File: config.mk
export PLATFORM = sky130hd
export DESIGN_NAME = multicart_bank_mapper_with_line_irq_flat
export DESIGN_NICKNAME = d
export VERILOG_FILES = /design/src/sv/mbm_pkg.sv /design/src/sv/mbm_if.sv /design/src/sv/mbm_regs.sv /design/src/sv/mbm_map.sv /design/src/sv/multicart_bank_mapper_with_line_irq.sv /design/src/flat_wrapper.sv
export SDC_FILE = /design/constraint.sdc
export NUM_CORES = 1
export LEC_CHECK = 0
export BUFFER_PORTS_ARGS = -buffer_cell sky130_fd_sc_hd__buf_2
export CORE_ASPECT_RATIO = 0.9
export CORE_UTILIZATION = 35
export CTS_CLUSTER_DIAMETER = 50
export DETAILED_ROUTE_END_ITERATION = 16
export MAX_ROUTING_LAYER = met4
export SYNTH_ARGS = -nofsm -noshare
export SYNTH_HDL_FRONTEND = slang
export SYNTH_SLANG_ARGS = --single-unit
File: constraint.sdc
create_clock -name clock -period 5.3 [get_ports clock]
set_input_delay 0.53 -clock clock [delete_from_list [all_inputs] [get_ports clock]]
set_output_delay 0.53 -clock clock [all_outputs]
set_load 0.01 [all_outputs]
File: src/sv/mbm_pkg.sv
`timescale 1ns / 1ps

package mbm_pkg;

   // Register decode of CPU writes in the $8000-$FFFF window
   localparam logic [15:0] REG_DECODE_MASK = 16'hE001;
   localparam logic [15:0] REG_BANK_SELECT = 16'h8000;
   localparam logic [15:0] REG_BANK_DATA   = 16'h8001;
   localparam logic [15:0] REG_MIRRORING   = 16'hA000;
   localparam logic [15:0] REG_LINE_LATCH  = 16'hC000;
   localparam logic [15:0] REG_LINE_RELOAD = 16'hC001;
   localparam logic [15:0] REG_IRQ_DISABLE = 16'hE000;
   localparam logic [15:0] REG_IRQ_ENABLE  = 16'hE001;

   localparam logic [8:0] LAST_VISIBLE_LINE = 9'd239;

   localparam logic [1:0] MIRROR_VERTICAL    = 2'd0;
   localparam logic [1:0] MIRROR_HORIZONTAL  = 2'd1;
   localparam logic [1:0] MIRROR_FOUR_SCREEN = 2'd2;

   typedef enum logic [1:0] {
      OP_REG_WRITE   = 2'd0,
      OP_OUTER_WRITE = 2'd1,
      OP_LINE_TICK   = 2'd2
   } op_type;

   typedef enum logic [1:0] {
      CSR_PRG_BANK_COUNT   = 2'd0,
      CSR_CHR_ROM_PRESENT  = 2'd1,
      CSR_HEADER_MIRRORING = 2'd2
   } csr_index_type;

   // Target of a bank data write, chosen by the low bits of bank select
   typedef enum logic [2:0] {
      SEL_CHR_PAIR0   = 3'd0,
      SEL_CHR_PAIR1   = 3'd1,
      SEL_CHR_SINGLE0 = 3'd2,
      SEL_CHR_SINGLE1 = 3'd3,
      SEL_CHR_SINGLE2 = 3'd4,
      SEL_CHR_SINGLE3 = 3'd5,
      SEL_PRG_FIRST   = 3'd6,
      SEL_PRG_SECOND  = 3'd7
   } bank_target_type;

   typedef struct packed {
      logic [1:0]  operation;
      logic [15:0] address;
      logic [7:0]  write_data;
      logic [8:0]  line_number;
      logic        rendering_on;
   } req_type;

   typedef struct packed {
      logic [8:0] prg_bank_count;
      logic       chr_rom_present;
      logic [1:0] header_mirroring;
   } cfg_type;

   typedef struct packed {
      logic [7:0]       bank_select;
      logic             outer_locked;
      logic [7:0]       outer_bank;
      logic [7:0]       prg_select_first;
      logic [7:0]       prg_select_second;
      logic [1:0][7:0]  chr_pair_banks;
      logic [3:0][7:0]  chr_single_banks;
      logic             line_irq_enable;
      logic [7:0]       line_count;
      logic [7:0]       line_reload;
      logic             mirror_horizontal;
   } state_type;

   typedef struct packed {
      logic [27:0] prg_banks;
      logic [39:0] chr_banks_low;
      logic [39:0] chr_banks_high;
      logic [1:0]  mirror_mode;
      logic        irq_pulse;
   } rsp_type;

endpackage

File: src/sv/mbm_if.sv
`timescale 1ns / 1ps

interface mbm_req_if;
   logic        valid;
   logic        ready;
   logic [1:0]  operation;
   logic [15:0] address;
   logic [7:0]  write_data;
   logic [8:0]  line_number;
   logic        rendering_on;

   modport source (output valid, output operation, output address, output write_data,
                   output line_number, output rendering_on, input ready);
   modport sink   (input valid, input operation, input address, input write_data,
                   input line_number, input rendering_on, output ready);
endinterface

interface mbm_rsp_if;
   logic        valid;
   logic        ready;
   logic [27:0] prg_banks;
   logic [39:0] chr_banks_low;
   logic [39:0] chr_banks_high;
   logic [1:0]  mirror_mode;
   logic        irq_pulse;

   modport source (output valid, output prg_banks, output chr_banks_low,
                   output chr_banks_high, output mirror_mode, output irq_pulse,
                   input ready);
   modport sink   (input valid, input prg_banks, input chr_banks_low,
                   input chr_banks_high, input mirror_mode, input irq_pulse,
                   output ready);
endinterface

interface mbm_csr_if;
   logic       valid;
   logic       ready;
   logic [1:0] index;
   logic [8:0] write_data;

   modport source (output valid, output index, output write_data, input ready);
   modport sink   (input valid, input index, input write_data, output ready);
endinterface

File: src/sv/mbm_regs.sv
`timescale 1ns / 1ps

module mbm_regs import mbm_pkg::*; (
   input  logic       clock,
   input  logic       reset,
   input  logic       step_valid,
   input  req_type    step_req,
   input  logic       csr_write,
   input  logic [1:0] csr_index,
   input  logic [8:0] csr_data,
   output cfg_type    cfg,
   output state_type  state_next,
   output logic       irq_next
);

   localparam state_type STATE_RESET = '{
      bank_select:       8'd0,
      outer_locked:      1'b0,
      outer_bank:        8'd0,
      prg_select_first:  8'd0,
      prg_select_second: 8'd1,
      chr_pair_banks:    {8'd2, 8'd0},
      chr_single_banks:  {8'd7, 8'd6, 8'd5, 8'd4},
      line_irq_enable:   1'b0,
      line_count:        8'd0,
      line_reload:       8'd0,
      mirror_horizontal: 1'b0
   };

   localparam cfg_type CFG_RESET = '{
      prg_bank_count:   9'd32,
      chr_rom_present:  1'b1,
      header_mirroring: MIRROR_VERTICAL
   };

   state_type state_ff, state_in, step_state;
   cfg_type   cfg_ff, cfg_in;
   logic      pulse;

   // State after the item now leaving the input register.
   always_comb begin
      step_state = state_ff;
      pulse      = 1'b0;
      case (step_req.operation)
         OP_REG_WRITE: begin
            case (step_req.address & REG_DECODE_MASK)
               REG_BANK_SELECT: step_state.bank_select = step_req.write_data;
               REG_BANK_DATA: begin
                  case (bank_target_type'(state_ff.bank_select[2:0]))
                     SEL_CHR_PAIR0: if (cfg_ff.chr_rom_present) begin
                        step_state.chr_pair_banks[0] = {step_req.write_data[7:1], 1'b0};
                     end
                     SEL_CHR_PAIR1: if (cfg_ff.chr_rom_present) begin
                        step_state.chr_pair_banks[1] = {step_req.write_data[7:1], 1'b0};
                     end
                     SEL_CHR_SINGLE0: if (cfg_ff.chr_rom_present) begin
                        step_state.chr_single_banks[0] = step_req.write_data;
                     end
                     SEL_CHR_SINGLE1: if (cfg_ff.chr_rom_present) begin
                        step_state.chr_single_banks[1] = step_req.write_data;
                     end
                     SEL_CHR_SINGLE2: if (cfg_ff.chr_rom_present) begin
                        step_state.chr_single_banks[2] = step_req.write_data;
                     end
                     SEL_CHR_SINGLE3: if (cfg_ff.chr_rom_present) begin
                        step_state.chr_single_banks[3] = step_req.write_data;
                     end
                     SEL_PRG_FIRST: step_state.prg_select_first = step_req.write_data;
                     default: step_state.prg_select_second = step_req.write_data;
                  endcase
               end
               REG_MIRRORING: if (cfg_ff.header_mirroring != MIRROR_FOUR_SCREEN) begin
                  step_state.mirror_horizontal = step_req.write_data[0];
               end
               REG_LINE_LATCH:  step_state.line_count      = step_req.write_data;
               REG_LINE_RELOAD: step_state.line_reload     = step_req.write_data;
               REG_IRQ_DISABLE: step_state.line_irq_enable = 1'b0;
               REG_IRQ_ENABLE:  step_state.line_irq_enable = 1'b1;
               default: ;
            endcase
         end
         OP_OUTER_WRITE: if (!state_ff.outer_locked) begin
            step_state.outer_locked = 1'b1;
            step_state.outer_bank   = step_req.write_data;
         end
         OP_LINE_TICK: begin
            if (state_ff.line_irq_enable && (step_req.line_number <= LAST_VISIBLE_LINE) &&
                step_req.rendering_on) begin
               if (state_ff.line_count == 8'd0) begin
                  step_state.line_count = state_ff.line_reload;
                  pulse                 = 1'b1;
               end else begin
                  step_state.line_count = state_ff.line_count - 8'd1;
               end
            end
         end
         default: ;
      endcase
   end

   always_comb begin
      state_in = step_valid ? step_state : state_ff;
      cfg_in   = cfg_ff;
      if (csr_write) begin
         case (csr_index)
            CSR_PRG_BANK_COUNT:  cfg_in.prg_bank_count  = csr_data;
            CSR_CHR_ROM_PRESENT: cfg_in.chr_rom_present = csr_data[0];
            CSR_HEADER_MIRRORING: begin
               cfg_in.header_mirroring     = csr_data[1:0];
               state_in.mirror_horizontal  = (csr_data[1:0] == MIRROR_HORIZONTAL);
            end
            default: ;
         endcase
      end
   end

   always_ff @(posedge clock) begin
      if (reset) begin
         state_ff <= STATE_RESET;
         cfg_ff   <= CFG_RESET;
      end else begin
         state_ff <= state_in;
         cfg_ff   <= cfg_in;
      end
   end

   assign cfg        = cfg_ff;
   assign state_next = step_state;
   assign irq_next   = pulse;

endmodule

File: src/sv/mbm_map.sv
`timescale 1ns / 1ps

module mbm_map import mbm_pkg::*; (
   input  cfg_type   cfg,
   input  state_type state,
   input  logic      irq,
   output rsp_type   rsp
);

   logic [4:0]      prg_mask;
   logic [6:0]      prg_base;
   logic [8:0]      last_bank, second_last_bank;
   logic [3:0][8:0] prg_sel;
   logic [7:0]      chr_mask;
   logic [2:0]      chr_base;
   logic [3:0][7:0] pairs;
   logic [7:0][7:0] chr_sel;
   logic [3:0][6:0] prg_slots;
   logic [7:0][9:0] chr_slots;

   always_comb begin
      // Outer bank bit 3 picks a 128K program window instead of 256K.
      if (state.outer_bank[3]) begin
         prg_mask = 5'h0F;
         prg_base = {state.outer_bank[2:0], 4'b0000};
      end else begin
         prg_mask = 5'h1F;
         prg_base = {state.outer_bank[2:1], 5'b00000};
      end

      last_bank        = cfg.prg_bank_count - 9'd1;
      second_last_bank = cfg.prg_bank_count - 9'd2;

      if (state.bank_select[6]) begin
         prg_sel[0] = second_last_bank;
         prg_sel[1] = {1'b0, state.prg_select_second};
         prg_sel[2] = {1'b0, state.prg_select_first};
      end else begin
         prg_sel[0] = {1'b0, state.prg_select_first};
         prg_sel[1] = {1'b0, state.prg_select_second};
         prg_sel[2] = second_last_bank;
      end
      prg_sel[3] = last_bank;

      for (int i = 0; i < 4; i++) begin
         prg_slots[i] = prg_base | {2'b00, prg_mask & prg_sel[i][4:0]};
      end

      // Outer bank bit 6 halves the pattern window and brings in bit 2.
      chr_mask = state.outer_bank[6] ? 8'h7F : 8'hFF;
      chr_base = {state.outer_bank[5], state.outer_bank[6] & state.outer_bank[2],
                  state.outer_bank[4]};

      pairs[0] = state.chr_pair_banks[0];
      pairs[1] = state.chr_pair_banks[0] + 8'd1;
      pairs[2] = state.chr_pair_banks[1];
      pairs[3] = state.chr_pair_banks[1] + 8'd1;

      for (int i = 0; i < 4; i++) begin
         if (state.bank_select[7]) begin
            chr_sel[i]     = state.chr_single_banks[i];
            chr_sel[i + 4] = pairs[i];
         end else begin
            chr_sel[i]     = pairs[i];
            chr_sel[i + 4] = state.chr_single_banks[i];
         end
      end

      for (int i = 0; i < 8; i++) begin
         chr_slots[i] = {chr_base, 7'b0000000} | {2'b00, chr_mask & chr_sel[i]};
      end

      rsp.prg_banks      = prg_slots;
      rsp.chr_banks_low  = {chr_slots[3], chr_slots[2], chr_slots[1], chr_slots[0]};
      rsp.chr_banks_high = {chr_slots[7], chr_slots[6], chr_slots[5], chr_slots[4]};
      rsp.mirror_mode    = (cfg.header_mirroring == MIRROR_FOUR_SCREEN) ?
                           MIRROR_FOUR_SCREEN : {1'b0, state.mirror_horizontal};
      rsp.irq_pulse      = irq;
   end

endmodule

File: src/sv/multicart_bank_mapper_with_line_irq.sv
`timescale 1ns / 1ps

// Bank mapper for a multicart board with a scanline interrupt counter.
// req_bus carries one beat per CPU write ($8000-$FFFF register write or
// $6000-$7FFF outer bank write) or per scanline tick. Every accepted beat
// yields exactly one rsp_bus beat with the full bank map after that item:
// four program bank numbers, eight pattern bank numbers, the mirroring mode
// and an interrupt pulse that is high only for the tick that fires.
// csr_bus writes the three board settings (program bank count, pattern ROM
// present, header mirroring); it is always ready. It must be written only while
// no item is in flight; the block itself does not enforce this.
// An accepted beat passes through the input register and the result register
// to rsp_bus. Throughput is one item per cycle while rsp_bus takes beats, set by
// the single decode-and-map pass between the input register and the result
// register. A stalled rsp_bus holds its beat; the input register still
// takes one more beat, and req_bus.ready drops once both registers are full.
// Synchronous reset empties both registers and returns every bank register,
// the outer lock and the line counter to their power-on values.
module multicart_bank_mapper_with_line_irq import mbm_pkg::*; (
   input logic      clock,
   input logic      reset,
   mbm_req_if.sink   req_bus,
   mbm_rsp_if.source rsp_bus,
   mbm_csr_if.sink   csr_bus
);

   logic      s1_valid_ff, s1_valid_in;
   req_type   s1_req_ff;
   logic      out_valid_ff, out_valid_in;
   rsp_type   out_ff;
   logic      req_accept, advance;
   cfg_type   cfg;
   state_type state_next;
   logic      irq_next;
   rsp_type   map_rsp;

   assign advance      = s1_valid_ff && (!out_valid_ff || rsp_bus.ready);
   assign req_bus.ready = !s1_valid_ff || advance;
   assign req_accept   = req_bus.valid && req_bus.ready;
   assign s1_valid_in  = req_accept || (s1_valid_ff && !advance);
   assign out_valid_in = advance || (out_valid_ff && !rsp_bus.ready);
   assign csr_bus.ready = 1'b1;

   always_ff @(posedge clock) begin
      if (reset) begin
         s1_valid_ff  <= 1'b0;
         out_valid_ff <= 1'b0;
      end else begin
         s1_valid_ff  <= s1_valid_in;
         out_valid_ff <= out_valid_in;
      end
   end

   always_ff @(posedge clock) begin
      if (req_accept) begin
         s1_req_ff <= '{operation:    req_bus.operation,
                        address:      req_bus.address,
                        write_data:   req_bus.write_data,
                        line_number:  req_bus.line_number,
                        rendering_on: req_bus.rendering_on};
      end
      if (advance) begin
         out_ff <= map_rsp;
      end
   end

   mbm_regs u_regs (
      .clock      (clock),
      .reset      (reset),
      .step_valid (advance),
      .step_req   (s1_req_ff),
      .csr_write  (csr_bus.valid),
      .csr_index  (csr_bus.index),
      .csr_data   (csr_bus.write_data),
      .cfg        (cfg),
      .state_next (state_next),
      .irq_next   (irq_next)
   );

   mbm_map u_map (
      .cfg   (cfg),
      .state (state_next),
      .irq   (irq_next),
      .rsp   (map_rsp)
   );

   assign rsp_bus.valid          = out_valid_ff;
   assign rsp_bus.prg_banks      = out_ff.prg_banks;
   assign rsp_bus.chr_banks_low  = out_ff.chr_banks_low;
   assign rsp_bus.chr_banks_high = out_ff.chr_banks_high;
   assign rsp_bus.mirror_mode    = out_ff.mirror_mode;
   assign rsp_bus.irq_pulse      = out_ff.irq_pulse;

endmodule

File: src/flat_wrapper.sv
// flat-port wrapper written by rule: the top's interface ports become plain ports
module multicart_bank_mapper_with_line_irq_flat import mbm_pkg::*;
  (clock, reset, req_bus_valid, req_bus_operation, req_bus_address, req_bus_write_data, req_bus_line_number, req_bus_rendering_on, req_bus_ready, rsp_bus_valid, rsp_bus_prg_banks, rsp_bus_chr_banks_low, rsp_bus_chr_banks_high, rsp_bus_mirror_mode, rsp_bus_irq_pulse, rsp_bus_ready, csr_bus_valid, csr_bus_index, csr_bus_write_data, csr_bus_ready);
  mbm_req_if req_bus_i ();
  mbm_rsp_if rsp_bus_i ();
  mbm_csr_if csr_bus_i ();
  input logic clock;
  input logic reset;
  input wire logic [$bits(req_bus_i.valid)-1:0] req_bus_valid;
  input wire logic [$bits(req_bus_i.operation)-1:0] req_bus_operation;
  input wire logic [$bits(req_bus_i.address)-1:0] req_bus_address;
  input wire logic [$bits(req_bus_i.write_data)-1:0] req_bus_write_data;
  input wire logic [$bits(req_bus_i.line_number)-1:0] req_bus_line_number;
  input wire logic [$bits(req_bus_i.rendering_on)-1:0] req_bus_rendering_on;
  output wire logic [$bits(req_bus_i.ready)-1:0] req_bus_ready;
  output wire logic [$bits(rsp_bus_i.valid)-1:0] rsp_bus_valid;
  output wire logic [$bits(rsp_bus_i.prg_banks)-1:0] rsp_bus_prg_banks;
  output wire logic [$bits(rsp_bus_i.chr_banks_low)-1:0] rsp_bus_chr_banks_low;
  output wire logic [$bits(rsp_bus_i.chr_banks_high)-1:0] rsp_bus_chr_banks_high;
  output wire logic [$bits(rsp_bus_i.mirror_mode)-1:0] rsp_bus_mirror_mode;
  output wire logic [$bits(rsp_bus_i.irq_pulse)-1:0] rsp_bus_irq_pulse;
  input wire logic [$bits(rsp_bus_i.ready)-1:0] rsp_bus_ready;
  input wire logic [$bits(csr_bus_i.valid)-1:0] csr_bus_valid;
  input wire logic [$bits(csr_bus_i.index)-1:0] csr_bus_index;
  input wire logic [$bits(csr_bus_i.write_data)-1:0] csr_bus_write_data;
  output wire logic [$bits(csr_bus_i.ready)-1:0] csr_bus_ready;
  assign req_bus_i.valid = req_bus_valid;
  assign req_bus_i.operation = req_bus_operation;
  assign req_bus_i.address = req_bus_address;
  assign req_bus_i.write_data = req_bus_write_data;
  assign req_bus_i.line_number = req_bus_line_number;
  assign req_bus_i.rendering_on = req_bus_rendering_on;
  assign req_bus_ready = req_bus_i.ready;
  assign rsp_bus_valid = rsp_bus_i.valid;
  assign rsp_bus_prg_banks = rsp_bus_i.prg_banks;
  assign rsp_bus_chr_banks_low = rsp_bus_i.chr_banks_low;
  assign rsp_bus_chr_banks_high = rsp_bus_i.chr_banks_high;
  assign rsp_bus_mirror_mode = rsp_bus_i.mirror_mode;
  assign rsp_bus_irq_pulse = rsp_bus_i.irq_pulse;
  assign rsp_bus_i.ready = rsp_bus_ready;
  assign csr_bus_i.valid = csr_bus_valid;
  assign csr_bus_i.index = csr_bus_index;
  assign csr_bus_i.write_data = csr_bus_write_data;
  assign csr_bus_ready = csr_bus_i.ready;
  multicart_bank_mapper_with_line_irq u_core (.clock(clock), .reset(reset), .req_bus(req_bus_i), .rsp_bus(rsp_bus_i), .csr_bus(csr_bus_i));
endmodule
Word level (Yosys, flattened, before mapping)
Index checks and enable logic that the tools add are counted.

Order comparisons: 1. Bitwise gates (word level): 25. Multiplexer cells: 45. Reductions and logical operators: 30. Add/subtract/negate cells: 5. Equal/unequal tests: 22.

Operators with widths (count): $mux 8 (28); $or 10x8->10 (8); $mux 65 (1); $and 8x8->8 (8); $mux 64 (1); $eq 4x4->1 const B (7); $or 7x5->7 (4); $mux 23 (1); $and 5x5->5 (4); $add 8x1->8 const B (2); $pmux 8 s2 (1); $mux 7 (2); $mux 5 (2); $reduce_and 2->1 (5); $eq 3x3->1 const B (3); $le 9x8->1 const B (1); $reduce_and 3->1 (3); $sub 9x2->9 const B (1); $logic_not 8->1 (1); $sub 8x1->8 const B (1); $mux 1 (7); $reduce_or 7->1 (1); $eq 2x1->1 const B (3); $eq 2x2->1 const B (3); 15 further kinds (30).

Register bits after elaboration: 259. Output and inout bits: 114.

Logic depth before layout (Yosys ltp)
Depth after elaboration: 9. Mapped depth: 12.

By module
Synthesis repeated with hierarchy kept, for this count alone.

Cells, all modules: 985. Area total of the unflattened synthesis: 11866.4 µm².

Modules (own cells, without submodules): mbm_regs (instances 1, sequential area each 2222.1 µm², area each 5783.0 µm², cells an instance 618); multicart_bank_mapper_with_line_irq (instances 1, sequential area each 4454.3 µm², area each 4529.3 µm², cells an instance 159); mbm_map (instances 1, sequential area each 0.0 µm², area each 1554.0 µm², cells an instance 208).

Worst setup path after synthesis
Ideal clock, no wire load.

Kind: input port to flip-flop. Start point: input rsp_bus_ready. End point: register u_core.out_ff, in the netlist u_core.rsp_bus.chr_banks_high[0] (enable). Data arrival time: 3.765 ns. Library setup time: 0.492 ns. Slack: 1.044 ns. Path buffers: 2. Stages: 5. Data required time: 4.808 ns. Cell sequence: nor2b_1 > nand2b_1 > clkbuf_1 > clkinv_1 > clkbuf_1.

Longest elaborated chain between the ends: 2.

Ends and longest elaborated chain: from (decl) (RTL line flat_wrapper.sv:22) `input wire logic [$bits(rsp_bus_i.ready)-1:0] rsp_bus_ready;`; $logic_or 1x1->1 (RTL line multicart_bank_mapper_with_line_irq.sv:37) `assign advance = s1_valid_ff && (!out_valid_ff || rsp_bus.ready);`; $logic_and 1x1->1 (RTL line multicart_bank_mapper_with_line_irq.sv:37); via u_core.advance (RTL line multicart_bank_mapper_with_line_irq.sv:31) `logic req_accept, advance;`; to (signal assigned) (RTL line multicart_bank_mapper_with_line_irq.sv:63) `out_ff <= map_rsp;`; to (decl) (RTL line multicart_bank_mapper_with_line_irq.sv:30) `rsp_type out_ff;`.

The timed path passes the listed nets, and every way through them passes these cells. A chain may end at the register's enable or synchronous reset.

==> qor.yml <==
status:
  status: "completed"
clock_network:
  h-tree-depth: 1
  post-cts-setup-buffers: 0
  cts_buffer_depth: 3
  cts_resized: 0
  numClockSinks: 210
  cts_tree: "yes"
  cts.clk_slew.worst_paths_ns: 0.06
  numCtsBuffers: 26
  hold_buffers: 0
  cts_root_buffer: "clkbuf_16"
  clkLatencyLatePin_ns: 0.53
layout:
  fin_area_mm2: 0.01141
  layout_common_cells: "buf_2, edfxtp_1, dfxtp_1"
  mostFrequentLayoutCell: "buf_2"
  drive_gt1_frac: 0.2120
  antenna-diode-count: 0
  layout.nets: 1086
  area_growth_pct: 17.43
sta:
  rsz0062_at_grt: "no"
  tns_ns: 0
  drv_slew: 0
  worst_slack_ns: 1.556
  finalCritPeriodShare: 0.7064
  hold_viol: 0
  worstMarginPinSlew_ns: 1.173
  finClkSkew_ns: 0.01909
  setup_viol: 0
  slew_headroom: 0.2169
  min_period_ns: 3.744
  fmax_mhz: 267.1
global_route:
  grt_pass1_wl_um: 37250
  grt_overflow: 0
  gr-usage-all-layers: 0.1722
  antenna_found_initial: 0
  grt_pass1_vias: 6730
  grt_max_degree: 83
placement:
  port_buffers: 144
  pre_cts_ws_ns: 1.611
  globalplace.congestion: 0.8960
  dp_hpwl_um: 15910
  post_dp_cell_area_mm2: 0.01058
min_path:
  whs_path_depth: 1
  min_path_type: "in2reg"
logic_synthesis:
  ys_ff_latch: 210
  avgSynthCellArea_um2: 10.54
  async_flop_share: 0
  synth.largest_area_cell: "edfxtp_1"
  synth_edf_count: 111
  netlist_area_mm2: 0.009718
  synthCells: 922
  yosysUniqueCellTypes: 62
  yosysWarnings: 0
  synth_top_area_frac: 0.3430
  syn_nets: 981
  seq_area_frac_synth: 0.5469
  ys.flop_type: "edfxtp_1"
  synth_area_leaders: "edfxtp_1, dfxtp_1, mux2i_1"
die:
  ios: 166
  die_h_um: 160.1
  initial_core_util: 0.3576
  die-area_mm2: 0.02844
  core_mm2: 0.02717
  fp-row-count: 57
  chipWidth_um: 177.6
job:
  maxCapViolations: 0
power:
  powerDensity_mw_per_mm2: 327.3
  p_leak_nw: 4.467
  power_mw: 3.735
  ir_drop_v: 0.0002617
setup_path:
  path_class: "reg2reg"
  path_cells: "nor4b_4 > a21boi_0 > nor2_2 > o21ai_0 > a221o_1"
  critPathMaxFanout: 21
  end_kind: "register"
  critPathLaunchType: "register"
  critPathArrivalTime_ns: 4.01
  required_ns: 5.57
  max_stage_delay_ns: 0.97
  cp_slowest_cell: "nor2_2"
  ff2ff_path_depth: 5
detailed_routing:
  avgViaCountPerCell: 5.199
  drcViolationCount: 0
  via_count: 7284
  ant_nets: 0
  wirelength_um: 24290
  drt-pass1-iter-count: 5
  wl_per_cell_um: 17.34
  dr.first_iter.drc_count: 496
## path summary, 6_finish.rpt
check | startpoint | slack [ns] | end
min reg2reg | u_core.u_regs.state_ff[76]$_SDFFE_PP0P_ | 0.45 | u_core.u_regs.state_ff[76]$_SDFFE_PP0P_
min | req_bus_write_data[7] | 0.17 | u_core.s1_req_ff[17]$_DFFE_PP_
max reg2reg | u_core.s1_req_ff[34]$_DFFE_PP_ | 1.56 | u_core.rsp_bus.chr_banks_low[2]$_DFFE_PP_
max | u_core.s1_req_ff[34]$_DFFE_PP_ | 1.56 | u_core.rsp_bus.chr_banks_low[2]$_DFFE_PP_
## sequential cells by signal, indices dropped and copies added (netlist names)
name,cells
u_core.rsp_bus.mirror_mode,2
u_core.u_regs.cfg,8
u_core.rsp_bus.chr_banks_high,34
u_core.s1_req_ff,20
u_core.rsp_bus.chr_banks_low,32
u_core.rsp_bus.valid,1
u_core.u_regs.state_ff,89
u_core.rsp_bus.irq_pulse,1
u_core.s1_valid_ff,1
u_core.rsp_bus.prg_banks,22
## layout make-up
class	count	area, µm²
clock inverters	13	110.1
inverters	20	77.57
repair buffers	156	810.8
clock buffers	35	725.7
well taps	354	442.9
flip-flops and latches	210	5315
fillers	2607	15760
multi-input cells	613	3930
## cell usage after synthesis (all sizes together) (8+ instances only)
cell type	instances
nand3	26
xnor2	17
a211oi	11
o22ai	10
nor2	96
dfxtp	99
a221o	14
inv	19
a21oi	73
and3	20
edfxtp	111
nor2b	10
a211o	8
o221ai	9
clkbuf	43
nand2	96
buf	36
mux2i	87
o21ai	19
nor3	18
## worst max-delay path, delay by kind of cell, from the launching register on
kind	cells	cell delay, ns
flip-flops	1	0.53
AO/OA/AOI/OAI	3	1.24
AND/OR/NAND/NOR	2	1.70
## per-stage QoR
stage               std cells  hold WS [ns]    util
floorplan                 922        0.4295       -
global placement         1353        0.4399  0.3892
detailed placement       1353        0.4450  0.3892
finish                   1401        0.1720  0.4200
CTS                      1401        0.1589  0.4200
global route             1401        0.1669  0.4200
## power by group
group,internal [mW],switching [mW]
logic,0.0784,0.150
clock network,1.01,0.692
registers,1.77,0.0319
## cell families (layout without fill, tap and decap cells)
family | after synthesis | after routing | synth area share
AOI/OAI and AO/OA | 170 | 170 | 0.1160
xor gates and xnor gates | 24 | 24 | 0.02163
adders and majority gates | 7 | 7 | 0.009012
buffers and inverters | 99 | 224 | 0.04918
DFF | 210 | 210 | 0.5469
muxes | 94 | 94 | 0.09811
other | 1 | 1 | 0.0003859
and+or+nand+nor | 317 | 317 | 0.1587
## routing by layer
layer / vias to the layer above / GRT usage / wire length, µm
met4: 0 / 0.05051 / 562
met3: 47 / 0.02405 / 1232
li1: 3535 / - / -
met1: 3494 / 0.2346 / 11200
met2: 208 / 0.2651 / 11300
met5: - / - / 0
Note: power is estimated with default switching activity, not from simulation.
